File: src/rtl/bglc_pkg.sv
// Shared constants for the button gesture LED controller.
// No dependencies; used by the core and its checker.
`default_nettype none

package bglc_pkg;

    localparam int CNT_W    = 16;
    localparam int BLINK_W  = 8;
    localparam int PRESS_W  = 2;
    localparam int TDATA_W  = 8;
    localparam int PADDR_W  = 3;
    localparam int PDATA_W  = 32;

    localparam logic [CNT_W-1:0]   CNT_MAX            = 16'hFFFF;
    localparam logic [CNT_W-1:0]   HOLD_TICKS_RST     = 16'd200;
    localparam logic [CNT_W-1:0]   DOUBLE_WINDOW_RST  = 16'd50;
    localparam logic [BLINK_W-1:0] BLINK0_LIMIT       = 8'd100;
    localparam logic [BLINK_W-1:0] BLINK1_LIMIT       = 8'd200;
    localparam logic [PRESS_W-1:0] DOUBLE_PRESSES     = 2'd2;
    localparam logic [PRESS_W-1:0] FIRST_PRESS        = 2'd1;

    // Register select, taken from paddr[2]
    localparam logic REG_HOLD_TICKS    = 1'b0;
    localparam logic REG_DOUBLE_WINDOW = 1'b1;

    // Bit positions within the data words
    localparam int BTN0_BIT = 0;
    localparam int BTN1_BIT = 1;
    localparam int LED0_BIT = 0;
    localparam int LED1_BIT = 1;
    localparam int EXIT_BIT = 2;

endpackage

`default_nettype wire

File: src/rtl/button_gesture_led_controller_core.sv
// Button gesture LED controller: press toggle, long press and double press blink.
// Depends on bglc_pkg.
//
// One input transfer is one tick of two active-low button levels; every tick yields
// exactly one result transfer carrying both LED states and the exit flag. The tick's
// whole update runs combinationally from the input port into the state and result
// registers, so one transfer is taken every cycle unless the output is stalled, and
// its result appears on the output in the next cycle. The result register is the
// only buffer: input ready falls only while a result waits and output is stalled.
`default_nettype none

module button_gesture_led_controller_core (
    input  wire logic                            clk,
    input  wire logic                            rst_n,
    // tdata: [0] button0_level, [1] button1_level, [7:2] zero
    input  wire logic                            s_axis_tvalid,
    output      logic                            s_axis_tready,
    input  wire logic [bglc_pkg::TDATA_W-1:0]    s_axis_tdata,
    // tdata: [0] led0_on, [1] led1_on, [2] exit_request, [7:3] zero
    output      logic                            m_axis_tvalid,
    input  wire logic                            m_axis_tready,
    output      logic [bglc_pkg::TDATA_W-1:0]    m_axis_tdata,
    input  wire logic                            psel,
    input  wire logic                            penable,
    input  wire logic                            pwrite,
    input  wire logic [bglc_pkg::PADDR_W-1:0]    paddr,
    input  wire logic [bglc_pkg::PDATA_W-1:0]    pwdata,
    output      logic [bglc_pkg::PDATA_W-1:0]    prdata,
    output      logic                            pready
);

    logic [bglc_pkg::CNT_W-1:0]   hold_ticks_reg;
    logic [bglc_pkg::CNT_W-1:0]   double_window_reg;

    logic [bglc_pkg::CNT_W-1:0]   hold_count_reg,    hold_count_next;
    logic                         blink0_active_reg, blink0_active_next;
    logic [bglc_pkg::BLINK_W-1:0] blink0_count_reg,  blink0_count_next;
    logic                         prev0_released_reg;
    logic                         toggle0_phase_reg, toggle0_phase_next;
    logic [bglc_pkg::PRESS_W-1:0] press_count1_reg,  press_count1_next;
    logic [bglc_pkg::CNT_W-1:0]   window_count_reg,  window_count_next;
    logic                         blink1_active_reg, blink1_active_next;
    logic [bglc_pkg::BLINK_W-1:0] blink1_count_reg,  blink1_count_next;
    logic                         prev1_released_reg;
    logic                         toggle1_phase_reg, toggle1_phase_next;
    logic                         led0_reg,          led0_next;
    logic                         led1_reg,          led1_next;
    logic                         exit_next;

    logic                         out_valid_reg,     out_valid_next;
    logic [bglc_pkg::TDATA_W-1:0] out_data_reg;

    logic                         down0, down1, press0, press1;
    logic                         in_xfer, cfg_write;

    assign pready        = 1'b1;
    assign cfg_write     = psel & penable & pwrite & pready;
    assign s_axis_tready = ~out_valid_reg | m_axis_tready;
    assign in_xfer       = s_axis_tvalid & s_axis_tready;
    assign m_axis_tvalid = out_valid_reg;
    assign m_axis_tdata  = out_data_reg;

    assign down0  = ~s_axis_tdata[bglc_pkg::BTN0_BIT];
    assign down1  = ~s_axis_tdata[bglc_pkg::BTN1_BIT];
    assign press0 = down0 & prev0_released_reg;
    assign press1 = down1 & prev1_released_reg;

    always_comb
    begin
        unique case (paddr[2])
            bglc_pkg::REG_HOLD_TICKS:
            begin
                prdata = {{(bglc_pkg::PDATA_W-bglc_pkg::CNT_W){1'b0}}, hold_ticks_reg};
            end
            bglc_pkg::REG_DOUBLE_WINDOW:
            begin
                prdata = {{(bglc_pkg::PDATA_W-bglc_pkg::CNT_W){1'b0}}, double_window_reg};
            end
            default:
            begin
                prdata = '0;
            end
        endcase
    end

    always_ff @(posedge clk or negedge rst_n)
    begin
        if (!rst_n)
        begin
            hold_ticks_reg    <= bglc_pkg::HOLD_TICKS_RST;
            double_window_reg <= bglc_pkg::DOUBLE_WINDOW_RST;
        end
        else if (cfg_write)
        begin
            unique case (paddr[2])
                bglc_pkg::REG_HOLD_TICKS:
                begin
                    hold_ticks_reg <= pwdata[bglc_pkg::CNT_W-1:0];
                end
                bglc_pkg::REG_DOUBLE_WINDOW:
                begin
                    double_window_reg <= pwdata[bglc_pkg::CNT_W-1:0];
                end
                default:
                begin
                    hold_ticks_reg <= hold_ticks_reg;
                end
            endcase
        end
    end

    always_comb
    begin
        // Button 0: hold, blink, press toggle
        if (!down0)
        begin
            hold_count_next = '0;
        end
        else if (hold_count_reg == bglc_pkg::CNT_MAX)
        begin
            hold_count_next = hold_count_reg;
        end
        else
        begin
            hold_count_next = hold_count_reg + 16'd1;
        end
        blink0_active_next = blink0_active_reg | (hold_count_next == hold_ticks_reg);
        blink0_count_next  = blink0_count_reg;
        led0_next          = led0_reg;
        if (blink0_active_next)
        begin
            blink0_count_next = blink0_count_reg + 8'd1;
            if (blink0_count_next > bglc_pkg::BLINK0_LIMIT)
            begin
                led0_next         = ~led0_next;
                blink0_count_next = '0;
            end
        end
        toggle0_phase_next = toggle0_phase_reg;
        if (press0)
        begin
            blink0_active_next = 1'b0;
            hold_count_next    = '0;
            toggle0_phase_next = ~toggle0_phase_reg;
            led0_next          = toggle0_phase_next ? 1'b0 : ~led0_next;
        end

        // Button 1: double-press window, blink, press toggle
        press_count1_next = press_count1_reg;
        window_count_next = window_count_reg;
        if ((press_count1_reg == bglc_pkg::FIRST_PRESS) &&
            (window_count_reg != bglc_pkg::CNT_MAX))
        begin
            window_count_next = window_count_reg + 16'd1;
        end
        if (window_count_next > double_window_reg)
        begin
            press_count1_next = '0;
            window_count_next = '0;
        end
        blink1_active_next = blink1_active_reg;
        if ((press_count1_next == bglc_pkg::DOUBLE_PRESSES) &&
            (window_count_next <= double_window_reg))
        begin
            blink1_active_next = 1'b1;
            window_count_next  = '0;
            press_count1_next  = '0;
        end
        blink1_count_next = blink1_count_reg;
        led1_next         = led1_reg;
        if (blink1_active_next)
        begin
            blink1_count_next = blink1_count_reg + 8'd1;
            if (blink1_count_next > bglc_pkg::BLINK1_LIMIT)
            begin
                led1_next         = ~led1_next;
                blink1_count_next = '0;
            end
        end
        toggle1_phase_next = toggle1_phase_reg;
        if (press1)
        begin
            blink1_active_next = 1'b0;
            toggle1_phase_next = ~toggle1_phase_reg;
            press_count1_next  = press_count1_next + 2'd1;
            led1_next          = toggle1_phase_next ? 1'b0 : ~led1_next;
        end

        // Both down: clear and request exit
        exit_next = down0 & down1;
        if (exit_next)
        begin
            led0_next = 1'b0;
            led1_next = 1'b0;
        end

        out_valid_next = in_xfer | (out_valid_reg & ~m_axis_tready);
    end

    always_ff @(posedge clk or negedge rst_n)
    begin
        if (!rst_n)
        begin
            hold_count_reg     <= '0;
            blink0_active_reg  <= 1'b0;
            blink0_count_reg   <= '0;
            prev0_released_reg <= 1'b1;
            toggle0_phase_reg  <= 1'b1;
            press_count1_reg   <= '0;
            window_count_reg   <= '0;
            blink1_active_reg  <= 1'b0;
            blink1_count_reg   <= '0;
            prev1_released_reg <= 1'b1;
            toggle1_phase_reg  <= 1'b1;
            led0_reg           <= 1'b0;
            led1_reg           <= 1'b0;
            out_valid_reg      <= 1'b0;
        end
        else
        begin
            out_valid_reg <= out_valid_next;
            if (in_xfer)
            begin
                hold_count_reg     <= hold_count_next;
                blink0_active_reg  <= blink0_active_next;
                blink0_count_reg   <= blink0_count_next;
                prev0_released_reg <= ~down0;
                toggle0_phase_reg  <= toggle0_phase_next;
                press_count1_reg   <= press_count1_next;
                window_count_reg   <= window_count_next;
                blink1_active_reg  <= blink1_active_next;
                blink1_count_reg   <= blink1_count_next;
                prev1_released_reg <= ~down1;
                toggle1_phase_reg  <= toggle1_phase_next;
                led0_reg           <= led0_next;
                led1_reg           <= led1_next;
            end
        end
    end

    always_ff @(posedge clk)
    begin
        if (in_xfer)
        begin
            out_data_reg <= {{(bglc_pkg::TDATA_W-3){1'b0}}, exit_next, led1_next, led0_next};
        end
    end

endmodule

`default_nettype wire

File: config.mk
export PLATFORM = sky130hd
export DESIGN_NAME = button_gesture_led_controller_core
export DESIGN_NICKNAME = d
export VERILOG_FILES = /design/src/rtl/bglc_pkg.sv /design/src/rtl/button_gesture_led_controller_core.sv
export SDC_FILE = /design/constraint.sdc
export NUM_CORES = 1
export LEC_CHECK = 0
export BUFFER_PORTS_ARGS = -buffer_cell sky130_fd_sc_hd__clkbuf_2
export CAP_MARGIN = 10
export CORE_MARGIN = 5
export CORE_UTILIZATION = 38
export CTS_BUF_LIST = sky130_fd_sc_hd__clkbuf_2
export CTS_CLUSTER_DIAMETER = 40
export DETAILED_ROUTE_END_ITERATION = 6
export PLACE_DENSITY = 0.59
export SLEW_MARGIN = 20
export SYNTH_ARGS = -nofsm -noshare
export SYNTH_HDL_FRONTEND = slang
export SYNTH_SLANG_ARGS = --single-unit
File: constraint.sdc
create_clock -name clk -period 12.9 [get_ports clk]
set_input_delay 0.645 -clock clk [delete_from_list [all_inputs] [get_ports clk]]
set_output_delay 0.645 -clock clk [all_outputs]
set_load 0.05 [all_outputs]
After elaboration in Yosys (flattened, before gate mapping)
Index checks and enable logic that the tools add are counted.
Widths: inputs -> output; s select.

cells by class
  $add $sub $neg = 5
  $lt $le $gt $ge = 4
  equal/unequal tests = 5
  muxes and demuxes = 25
  bitwise operators = 21
  reduce and logical (&&, ||, !) cells = 8

operators with widths
  cell                   count
  $mux 16                6
  $pmux 32 s2            1
  $add 16x1->16 const B  2
  $add 8x1->8 const B    2
  $eq 16x16->1           1
  $eq 16x16->1 const B   1
  $gt 16x16->1           1
  $le 16x16->1           1
  $mux 8                 2
  $ne 16x16->1 const B   1
  $mux 1                 13
  $reduce_and 2->1       6
  $not 1->1              11
  $gt 8x7->1 const B     1
  $gt 8x8->1 const B     1
  $and 1x1->1            7
  $mux 2                 3
  $or 1x1->1             3
  $add 2x1->2 const B    1
  $eq 2x1->1 const B     1
  $eq 2x2->1 const B     1
  $logic_and 1x1->1      2

word-level totals
  flip-flop bits (word level) = 94
  input port bits = 50
  logic and storage cells = 85

Longest topological paths before layout
Gate-level depths: netlist of run 1.

  depth after elaboration = 13
  gate-level depth with buffers = 33

Worst setup path before layout of run 1
Ideal clock, no wire load.

  path kind = reg2reg
  start point = register window_count_reg[5] in the netlist's numbering
  end point = register out_data_reg (netlist bit m_axis_tdata[1]) (data pin)
  setup time = 0.261 ns
  arrival = 5.837 ns
  data required time = 12.639 ns
  slack = 6.801 ns
  cell stages (with the launch flop) = 32
  path buffers = 3
  path through = dfrtp_1 -> clkbuf_1 -> and3_1 -> and3_1 -> and4_1 -> nand3_1 -> o211a_1 -> clkbuf_1 -> nand4_1 -> inv_1 -> nand3_1 -> xor2_1 -> inv_1 -> ha_1 -> a21o_1 -> a21o_1 -> a21oi_1 -> o21a_1 -> o2111ai_1 -> o21a_1 -> clkbuf_1 -> nor2_1 -> ha_1 -> a21o_1 -> a21o_1 -> a211oi_1 -> nand2_1 -> o21ai_0 -> a31oi_1 -> nor3_1 -> xnor2_1 -> mux2i_1

on the way
  word-level cells in the longest chain between the ends = 13
  elaborated cells between the ends (all ways) = 16
  classes of those cells = 1 x add/sub; 2 x order compare; 2 x eq/ne; 8 x mux; 1 x bitwise; 2 x reduce/logical

RTL lines
  element                                                RTL line                                                                              source
  start, declared                                        button_gesture_led_controller_core.sv:41                                              logic [bglc_pkg::CNT_W-1:0] window_count_reg, window_count_next;
  start signal, assigned                                 button_gesture_led_controller_core.sv:230                                             window_count_reg <= window_count_next;
  branches (longest 2 deep; another with $add 16x1->16)  --
  $mux 16 (*)                                            button_gesture_led_controller_core.sv:151                                             if ((press_count1_reg == bglc_pkg::FIRST_PRESS) &&
  $gt 16x16->1                                           button_gesture_led_controller_core.sv:156                                             if (window_count_next > double_window_reg)
  $mux 16 or $mux 2 (tied branches)                      button_gesture_led_controller_core.sv:156
  $le 16x16->1 or $eq 2x2->1 (tied branches)             button_gesture_led_controller_core.sv:163, button_gesture_led_controller_core.sv:162
  $logic_and 1x1->1 (*)                                  button_gesture_led_controller_core.sv:162                                             if ((press_count1_next == bglc_pkg::DOUBLE_PRESSES) &&
  $mux 1 (*)                                             button_gesture_led_controller_core.sv:162
  $mux 1 (*)                                             button_gesture_led_controller_core.sv:171                                             if (blink1_active_next)
  $not 1->1                                              button_gesture_led_controller_core.sv:186                                             led1_next = toggle1_phase_next ? 1'b0 : ~led1_next;
  $mux 1                                                 button_gesture_led_controller_core.sv:186
  $mux 1 (*)                                             button_gesture_led_controller_core.sv:181                                             if (press1)
  $mux 1 (*)                                             button_gesture_led_controller_core.sv:191                                             if (exit_next)
  named net led1_next                                    button_gesture_led_controller_core.sv:47                                              logic led1_reg, led1_next;
  end signal, assigned                                   button_gesture_led_controller_core.sv:245                                             out_data_reg <= {{(bglc_pkg::TDATA_W-3){1'b0}}, exit_next, led1_next, led0_next};
  end, declared                                          button_gesture_led_controller_core.sv:51                                              logic [bglc_pkg::TDATA_W-1:0] out_data_reg;

Mark *: on every way through the listed nets, which the timed path passes.
A chain may end at the register's enable or synchronous reset.

Worst setup path in the final report of run 1
Same ends and word-level chain as after synthesis.

==> flow_summary.rst, run 1 <==
.. list-table::
   :header-rows: 1

   * - Metric
     - Value
   * - Outcome
     - finished clean
   * - Detailed placement HPWL
     - 12.2 mm
   * - Combined area of all synthesized cells
     - 0.00682 mm2
   * - Average detailed-routed wire length per instance
     - 16.3 um
   * - Flop-to-flop setup slack
     - 5.96 ns
   * - Post-synthesis sequential area ratio
     - 34.9%
   * - Final setup skew
     - 0.0316 ns
   * - Commonest non-fill, non-tap cell in the layout
     - nand2_1
   * - Dominant cells by area after synthesis
     - dfrtp_1 30%, mux2_2 7.8%, ha_1 7.0%
   * - Critical path's top delay family
     - compound AO/OA/AOI/OAI gates
   * - Max-cap violation count
     - 0
   * - WS Path Type
     - reg2reg
   * - Setup Fix Bufs, Post-CTS
     - 0
   * - Largest stage delay on the critical path
     - 0.56 ns
   * - Crit path time final
     - 6.94 ns
   * - Library cells used by synthesis
     - 73
   * - Remaining routing DRC violations
     - 0
   * - Later-pin clock latency in the skew report
     - 0.63 ns
   * - Class of the worst hold path
     - in2reg
   * - Most frequent cells in the layout
     - 83 x nand2_1, 81 x dfrtp_1, 59 x o21ai_0
   * - Post-synthesis instance total
     - 761
   * - Rel. slew slack
     - 37.8%
   * - Maximum clock insertion buffer count
     - 2
   * - CP Data Required Time
     - 13.39 ns
   * - # fillers
     - 1817
   * - Routability cong.
     - 0.899
   * - Final Setup Violations
     - 0
   * - Wire length of the first global-routing pass
     - 28.0 mm
   * - Parity-gate share of the synthesized area counting xor and xnor cells
     - 3.81%
   * - Number of buffer and inverter instances along the worst setup path
     - 2
   * - Area share of the leading cell type in the synthesized netlist
     - 29.7%
   * - Number of gates resized after cts
     - 0
   * - Die W
     - 144 um
   * - Pin count of the biggest net entering global routing
     - 68
   * - P per Cell Area
     - 147 mW/mm2
   * - Number of nets still failing antenna checks after routing
     - 0
   * - Fraction of the mapped netlist area in simple logic gates
     - 20.3%
   * - Worst-case hold path end point
     - prev1_released_reg
   * - Routed length on met2
     - 7.47 mm
   * - Clock tree root driver cell
     - clkbuf_2
   * - Gr usage total
     - 16.8%
   * - Startpoint of the lowest-slack register-to-register path
     - window_count_reg[5]
   * - Number of buffers inserted during clock tree synthesis
     - 9
   * - Critical path startpoint category
     - flip-flop
   * - Cell leakage power
     - 3.31 nW
   * - Clk sink count
     - 94
   * - Setup repair after global routing missed its margin
     - no
   * - Fraction of the mapped netlist area in adder cells
     - 6.97%
   * - Number of placement rows
     - 49
   * - M1 wire length
     - 8.14 mm
   * - Capture point of the worst reg-to-reg path
     - m_axis_tdata[1]
   * - Starting density of the core
     - 38.2%
   * - Mean instance size in the synthesized netlist
     - 8.97 um2
   * - Total routed wirelength
     - 16.6 mm
   * - Initial DRC Count
     - 393
   * - Peak fanout along the critical path
     - 17
   * - Core region area
     - 0.0178 mm2
   * - Amount of wire on met3 after detailed routing
     - 811 um
   * - Total via count after detailed routing
     - 5479
   * - Transition time at the pin with the least slew margin
     - 0.930 ns
   * - TritonCTS clock tree
     - built
   * - Count of warnings emitted by yosys
     - 0
   * - Highest achievable clock rate
     - 0.144 GHz
   * - Fin. max-slew vios
     - 0
   * - Main flop type after synthesis
     - dfrtp_1
   * - Share of the synthesized area in compound gates (AO/OA/AOI/OAI)
     - 16.9%
   * - Mux contribution to synthesized area
     - 9.68%
   * - Fraction of the cycle the final worst path needs
     - 53.8%
   * - Worst setup EP type
     - flip-flop
   * - Aggregate global routing overflow
     - 0
   * - Cell at the slowest stage of the critical path
     - o21a_1
   * - Hold path startpoint
     - s_axis_tdata[1]
   * - Layout overhead on the synthesized area
     - 6.09%
   * - Floorplan die area
     - 0.0207 mm2
   * - Number of antenna violations at the first check in global routing
     - 1
   * - Hold Path Depth
     - 3
   * - Ratio of routed vias to standard cells
     - 5.37
   * - Total iterations of the first detailed-routing run
     - 4
   * - Chip Height
     - 144 um
   * - Number of buffers added on ports
     - 46
   * - Via count of the first global-routing pass
     - 5243
   * - Final net count
     - 873
   * - Share of cells above drive strength 1
     - 17.7%
   * - Number of synthesized register bits
     - 94
   * - Dominant cell type by area after synthesis
     - dfrtp_1
   * - FFs w/ async S/R, synth
     - 96.8%
   * - Clock slew at the register clock pins of the worst setup and hold paths
     - 0.30 ns
   * - Setup tns final
     - 0 ns
   * - Number of enable flip-flop cells after synthesis
     - 3
   * - Endpoints failing hold
     - 0
   * - Worst IR Drop VDD
     - 0.0000923 V
   * - Final-layout worst hold slack
     - 0.173 ns
   * - Cells on worst reg2reg path
     - 27
   * - H-tree depth reported by CTS
     - 3
   * - Data arrival at the endpoint of the critical path
     - 7.44 ns
   * - IO Count
     - 93
   * - Top Metal Used
     - met4
   * - Dominant combinational cell family by area after synthesis
     - simple AND/OR/NAND/NOR gates
-- layout make-up --
| cell class | instances | area (um2) | share of cell area, % |
|---|---|---|---|
| multi-input cells | 588 | 4020 | 55.5 |
| flip-flops and latches | 94 | 2380 | 32.9 |
| well taps | 229 | 287 | 3.96 |
| repair buffers | 50 | 265 | 3.66 |
| inverters | 42 | 158 | 2.18 |
| clock inverters | 7 | 81.3 | 1.12 |
| clock buffers | 9 | 45.0 | 0.622 |
| diodes | 1 | 2.50 | 0.0346 |
-- timing repair --
action,CTS,global route
hold endpoints to repair,21,0
setup endpoints to repair,0,0
hold buffers,1,0
-- worst max-delay path by stage --
stage,start,endpoint,slack (ns),cells past startpoint
5_1_grt,window_count_reg[5],m_axis_tdata[1],5.17,27
3_5_place_dp,window_count_reg[5],m_axis_tdata[1],6.00,27
3_3_place_gp,window_count_reg[5],m_axis_tdata[1],6.04,27
2_1_floorplan,window_count_reg[5],m_axis_tdata[1],6.80,31
6_report,window_count_reg[5],m_axis_tdata[1],5.96,27
4_1_cts,window_count_reg[5],m_axis_tdata[1],5.92,27
-- Yosys cell counts, drive strengths merged, types with 3 or more instances --
library cell / n
or2: 6
or4: 4
o31ai: 13
nand4: 27
nand2: 84
nor2b: 8
o21ai: 65
o21a: 7
inv: 42
nor3: 10
mux2: 48
or3: 5
o2111ai: 3
nand3: 30
a211o: 4
o41ai: 4
a21oi: 28
nor3b: 3
a21o: 13
mux2i: 12
a41oi: 3
nor2: 47
nand2b: 8
and3: 10
edfxtp: 3
xor2: 14
clkbuf: 18
buf: 39
nor4: 8
ha: 38
a211oi: 4
a31oi: 9
o22a: 3
xnor2: 13
and2: 4
and4: 5
dfstp: 10
dfrtp: 81
-- cells by family (layout without fill, tap and decap cells) --
kind of cell / count (synthesis) / count (layout)
AO/OA/AOI/OAI: 176 / 176
XOR/XNOR: 28 / 28
adder cells (fa/ha/maj): 38 / 38
buffers and inverters: 99 / 108
flip-flops: 94 / 94
multiplexers: 60 / 60
other: 2 / 23
AND/OR/NAND/NOR: 264 / 264
-- through the flow --
stage	worst slack (ns)	power [mW]	instance area (um2)	std cells	util [%]
CTS	5.92	1.08	7240	1019	40.6
detailed placement	6.00	0.910	7100	1002	39.8
floorplan	6.80	0.795	6900	781	-
global placement	6.04	0.903	7100	1002	39.8
finish	5.96	1.07	7240	1020	40.6
global route	5.17	1.16	7240	1020	40.6
-- worst reg2reg max path, delay by kind of cell, from the launching register on --
family                     cells  cell delay (ns)
muxes                          1             0.19
xor gates and xnor gates       2             0.50
DFF                            1             0.53
AOI/OAI and AO/OA              9             2.55
buffers and inverters          2             0.28
and+or+nand+nor               11             2.14
adders and majority gates      2             0.62
-- where the power goes --
part           internal [mW]  switching, mW
Combinational          0.178          0.273
Sequential             0.364         0.0848
Clock                 0.0481          0.118
-- layer usage --
layer,global-route usage (%),up-vias
met5,0,-
met1,24.8,2570
met4,3.42,0
met2,25.4,130
met3,3.64,15
li1,-,2764
Note: power is estimated with default switching activity, not from simulation.
==> run 2, diff against run 1 <==
ABC_AREA = 1   (was not set)
clock period = 7.17 ns   (was 12.9 ns; I/O delays follow)
==> flow_summary.rst, run 2 <==
.. list-table::
   :header-rows: 1

   * - Metric
     - Value
   * - Rel. slew slack
     - 37.7% (was 37.8%)
   * - WS Path Type
     - reg2reg (unchanged)
   * - Capture point of the worst reg-to-reg path
     - window_count_reg[5] (was m_axis_tdata[1])
   * - Flip-flop and latch area
     - 0.00238 mm2 (unchanged)
   * - Dominant cell type by area after synthesis
     - dfrtp_1 (unchanged)
   * - Combined area of all synthesized cells
     - 0.00636 mm2 (was 0.00682 mm2)
   * - Crit path time final
     - 5.95 ns (was 6.94 ns)
   * - Number of enable flip-flop cells after synthesis
     - 3 (unchanged)
   * - Dominant cells by area after synthesis
     - dfrtp_1 32%, nand2_1 13%, inv_1 8.4% (was dfrtp_1 30%, mux2_2 7.8%, ha_1 7.0%)
   * - Mean instance size in the synthesized netlist
     - 7.27 um2 (was 8.97 um2)
   * - Final net count
     - 1017 (was 873)
   * - Most used cell along the critical path
     - nand2_1
   * - Die W
     - 139 um (was 144 um)
   * - Area occupied by multi-input gates
     - 0.00324 mm2 (was 0.00402 mm2)
   * - Number of gates resized after cts
     - 0 (unchanged)
   * - Number of placement rows
     - 47 (was 49)
   * - Fin. max-slew vios
     - 0 (unchanged)
   * - Post-synthesis instance total
     - 875 (was 761)
   * - Worst-case hold path end point
     - toggle0_phase_reg (was prev1_released_reg)
   * - Starting density of the core
     - 38.5% (was 38.2%)
   * - IO Count
     - 93 (unchanged)
   * - H-tree depth reported by CTS
     - 3 (unchanged)
   * - Number of synthesized register bits
     - 94 (unchanged)
   * - Hold Path Depth
     - 4 (was 3)
   * - Initial DRC Count
     - 267 (was 393)
   * - Cells on worst reg2reg path
     - 29 (was 27)
   * - Worst IR Drop VDD
     - 0.000102 V (was 0.0000923 V)
   * - Critical path startpoint category
     - flip-flop (unchanged)
   * - # hold bufs at CTS
     - 20 (was 1)
   * - Number of nets still failing antenna checks after routing
     - 0 (unchanged)
   * - Data arrival at the endpoint of the critical path
     - 6.48 ns (was 7.44 ns)
   * - Clock network power share
     - 13.9% (was 15.6%)
   * - Main flop type after synthesis
     - dfrtp_1 (unchanged)
   * - Most used routing layer
     - met2 (unchanged)
   * - Number of buffers inserted during clock tree synthesis
     - 9 (unchanged)
   * - Remaining routing DRC violations
     - 0 (unchanged)
   * - Maximum clock insertion buffer count
     - 2 (unchanged)
   * - Met3 global-route usage
     - 2.13% (was 3.64%)
   * - Setup tns final
     - 0 ns (unchanged)
   * - Library cells used by synthesis
     - 39 (was 73)
   * - Worst setup EP type
     - flip-flop (unchanged)
   * - Switching power summed over all nets
     - 0.800 mW (was 0.476 mW)
   * - Count of warnings emitted by yosys
     - 0 (unchanged)
   * - Part of the total power dissipated in sequential elements
     - 42.9% (was 42.1%)
   * - Startpoint of the lowest-slack register-to-register path
     - window_count_reg[1] (was window_count_reg[5])
   * - Aggregate global routing overflow
     - 0 (unchanged)
   * - Portion of total power attributed to combinational logic
     - 43.1% (was 42.3%)
   * - Class of the worst hold path
     - in2reg (unchanged)
   * - Setup Fix Bufs, Post-CTS
     - 0 (unchanged)
   * - Gr usage total
     - 15.6% (was 16.8%)
   * - Worst path setup slack after routing
     - 1.22 ns (was 5.96 ns)
   * - Pin count of the biggest net entering global routing
     - 65 (was 68)
   * - Hold path startpoint
     - s_axis_tdata[0] (was s_axis_tdata[1])
   * - P per Cell Area
     - 251 mW/mm2 (was 147 mW/mm2)
   * - Number of buffers added on ports
     - 46 (unchanged)
   * - Clock slew at the register clock pins of the worst setup and hold paths
     - 0.29 ns (was 0.30 ns)
   * - Flop-to-flop setup slack
     - 1.22 ns (was 5.96 ns)
   * - Global-route track usage on met1
     - 19.9% (was 24.8%)
   * - Clock tree root driver cell
     - clkbuf_2 (unchanged)
   * - Largest stage delay on the critical path
     - 0.46 ns (was 0.56 ns)
   * - CP Data Required Time
     - 7.70 ns (was 13.39 ns)
   * - Detailed placement HPWL
     - 11.2 mm (was 12.2 mm)
   * - Cell at the slowest stage of the critical path
     - inv_1 (was o21a_1)
   * - Max-cap violation count
     - 0 (unchanged)
   * - TritonCTS clock tree
     - built (unchanged)
   * - Core region area
     - 0.0165 mm2 (was 0.0178 mm2)
   * - FFs w/ async S/R, synth
     - 96.8% (unchanged)
   * - Floorplan die area
     - 0.0194 mm2 (was 0.0207 mm2)
   * - Cell leakage power
     - 3.65 nW (was 3.31 nW)
   * - Final Setup Violations
     - 0 (unchanged)
   * - Highest achievable clock rate
     - 0.168 GHz (was 0.144 GHz)
   * - Total routed wirelength
     - 14.6 mm (was 16.6 mm)
   * - Dominant cell by count in the synthesized netlist
     - nand2_1 (unchanged)
   * - Wire length of the first global-routing pass
     - 24.8 mm (was 28.0 mm)
   * - Number of antenna violations at the first check in global routing
     - 1 (unchanged)
   * - Routability cong.
     - 0.784 (was 0.899)
   * - Internal power consumption
     - 0.956 mW (was 0.590 mW)
   * - Final-layout worst hold slack
     - 0.0876 ns (was 0.173 ns)
   * - Clk sink count
     - 94 (unchanged)
   * - Post-synth top cells
     - 222 x nand2_1, 143 x inv_1, 81 x dfrtp_1 (was 83 x nand2_1, 81 x dfrtp_1, 59 x o21ai_0)
   * - Fraction of the cycle the final worst path needs
     - 83.0% (was 53.8%)
   * - Area of all placed cells without fillers
     - 0.00700 mm2 (was 0.00724 mm2)
   * - # fillers
     - 1730 (was 1817)
   * - Final setup skew
     - 0.0394 ns (was 0.0316 ns)
   * - Transition time at the pin with the least slew margin
     - 0.932 ns (was 0.930 ns)
   * - Total iterations of the first detailed-routing run
     - 4 (unchanged)
   * - Outcome
     - finished clean (unchanged)
   * - Placed inst area
     - 0.00670 mm2 (was 0.00710 mm2)
   * - Layout overhead on the synthesized area
     - 10.0% (was 6.09%)
   * - Peak fanout along the critical path
     - 16 (was 17)
   * - Commonest non-fill, non-tap cell in the layout
     - nand2_1 (unchanged)
   * - Sw Share
     - 45.6% (was 44.7%)
   * - Ratio of routed vias to standard cells
     - 4.69 (was 5.37)
   * - Area share of the leading cell type in the synthesized netlist
     - 31.9% (was 29.7%)
   * - Global Route met2 Usage
     - 26.8% (was 25.4%)
   * - Via count of the first global-routing pass
     - 5193 (was 5243)
   * - Worst setup slack before clock tree synthesis
     - 1.18 ns (was 6.00 ns)
   * - Placed cell count
     - 1118 (was 1002)
   * - Final std cells w/o fill
     - 1156 (was 1020)
   * - Share of cells above drive strength 1
     - 9.85% (was 17.7%)
   * - Total via count after detailed routing
     - 5423 (was 5479)
   * - Most frequent cells in the layout
     - 222 x nand2_1, 143 x inv_1, 81 x dfrtp_1 (was 83 x nand2_1, 81 x dfrtp_1, 59 x o21ai_0)
   * - Chip Height
     - 139 um (was 144 um)
   * - Later-pin clock latency in the skew report
     - 0.65 ns (was 0.63 ns)
   * - Endpoints failing hold
     - 0 (unchanged)
   * - Average detailed-routed wire length per instance
     - 12.7 um (was 16.3 um)
   * - Post-synthesis sequential area ratio
     - 37.4% (was 34.9%)
   * - Setup repair after global routing missed its margin
     - no (unchanged)
[run 2: power by group through the flow]
stage               Combinational (mW)  Sequential (mW)  Clock (mW)
CTS                              0.768            0.754       0.260
global route                     0.874            0.772       0.278
global placement                 0.745            0.761           0
finish                           0.758            0.754       0.245
floorplan                        0.596            0.751           0
detailed placement               0.758            0.764           0
[run 2: cell type report]
| class | count | share of cell area (%) |
|---|---|---|
| diodes | 2 | 0.0715 |
| clock buffers | 9 | 0.644 |
| clock inverters | 7 | 0.715 |
| inverters | 147 | 7.90 |
| multi-input cells | 609 | 46.3 |
| flip-flops and latches | 94 | 34.0 |
| well taps | 220 | 3.93 |
| repair buffers | 68 | 6.40 |
[run 2: how the worst max path moves through the flow]
stage	from	endpoint	slack, ns	depth (start not counted)
finish	window_count_reg[1]	window_count_reg[5]	1.22	29
global route	window_count_reg[1]	blink1_count_reg[0]	0.65	32
CTS	window_count_reg[1]	blink1_count_reg[0]	1.13	32
detailed placement	window_count_reg[1]	blink1_count_reg[0]	1.18	32
global placement	window_count_reg[1]	window_count_reg[5]	1.23	29
floorplan	window_count_reg[1]	blink1_count_reg[0]	2.73	33
[run 2: worst max-delay path, delay by kind of cell (launching register included)]
kind,cells,cell delay [ns]
adder cells (fa/ha/maj),3,0.78
XOR/XNOR,1,0.22
buffers and inverters,3,0.70
flip-flops,1,0.45
AND/OR/NAND/NOR,16,2.49
AO/OA/AOI/OAI,6,1.20
[run 2: logic make-up (layout without fill, tap and decap cells)]
group / after synthesis / after routing / synth area share (%)
other cells: 2 / 24 / 0.118
buf+inv: 192 / 231 / 12.8
xor+xnor: 30 / 30 / 4.13
fa+ha+maj: 38 / 38 / 7.48
compound gates: 133 / 133 / 11.8
flops: 94 / 94 / 37.4
simple gates: 386 / 386 / 26.3
[run 2: routing by layer]
metal	wire [um]	up-vias
met1	7040	2443
met2	7010	57
met5	0	-
met3	284	19
met4	289	0
li1	-	2904
[run 2: stage by stage]
stage / power, mW / utilization (%)
final: 1.76 / 42.3
after global routing: 1.92 / 42.3
after CTS: 1.78 / 42.3
after detailed placement: 1.52 / 40.5
after global placement: 1.51 / 40.5
after floorplan: 1.35 / -
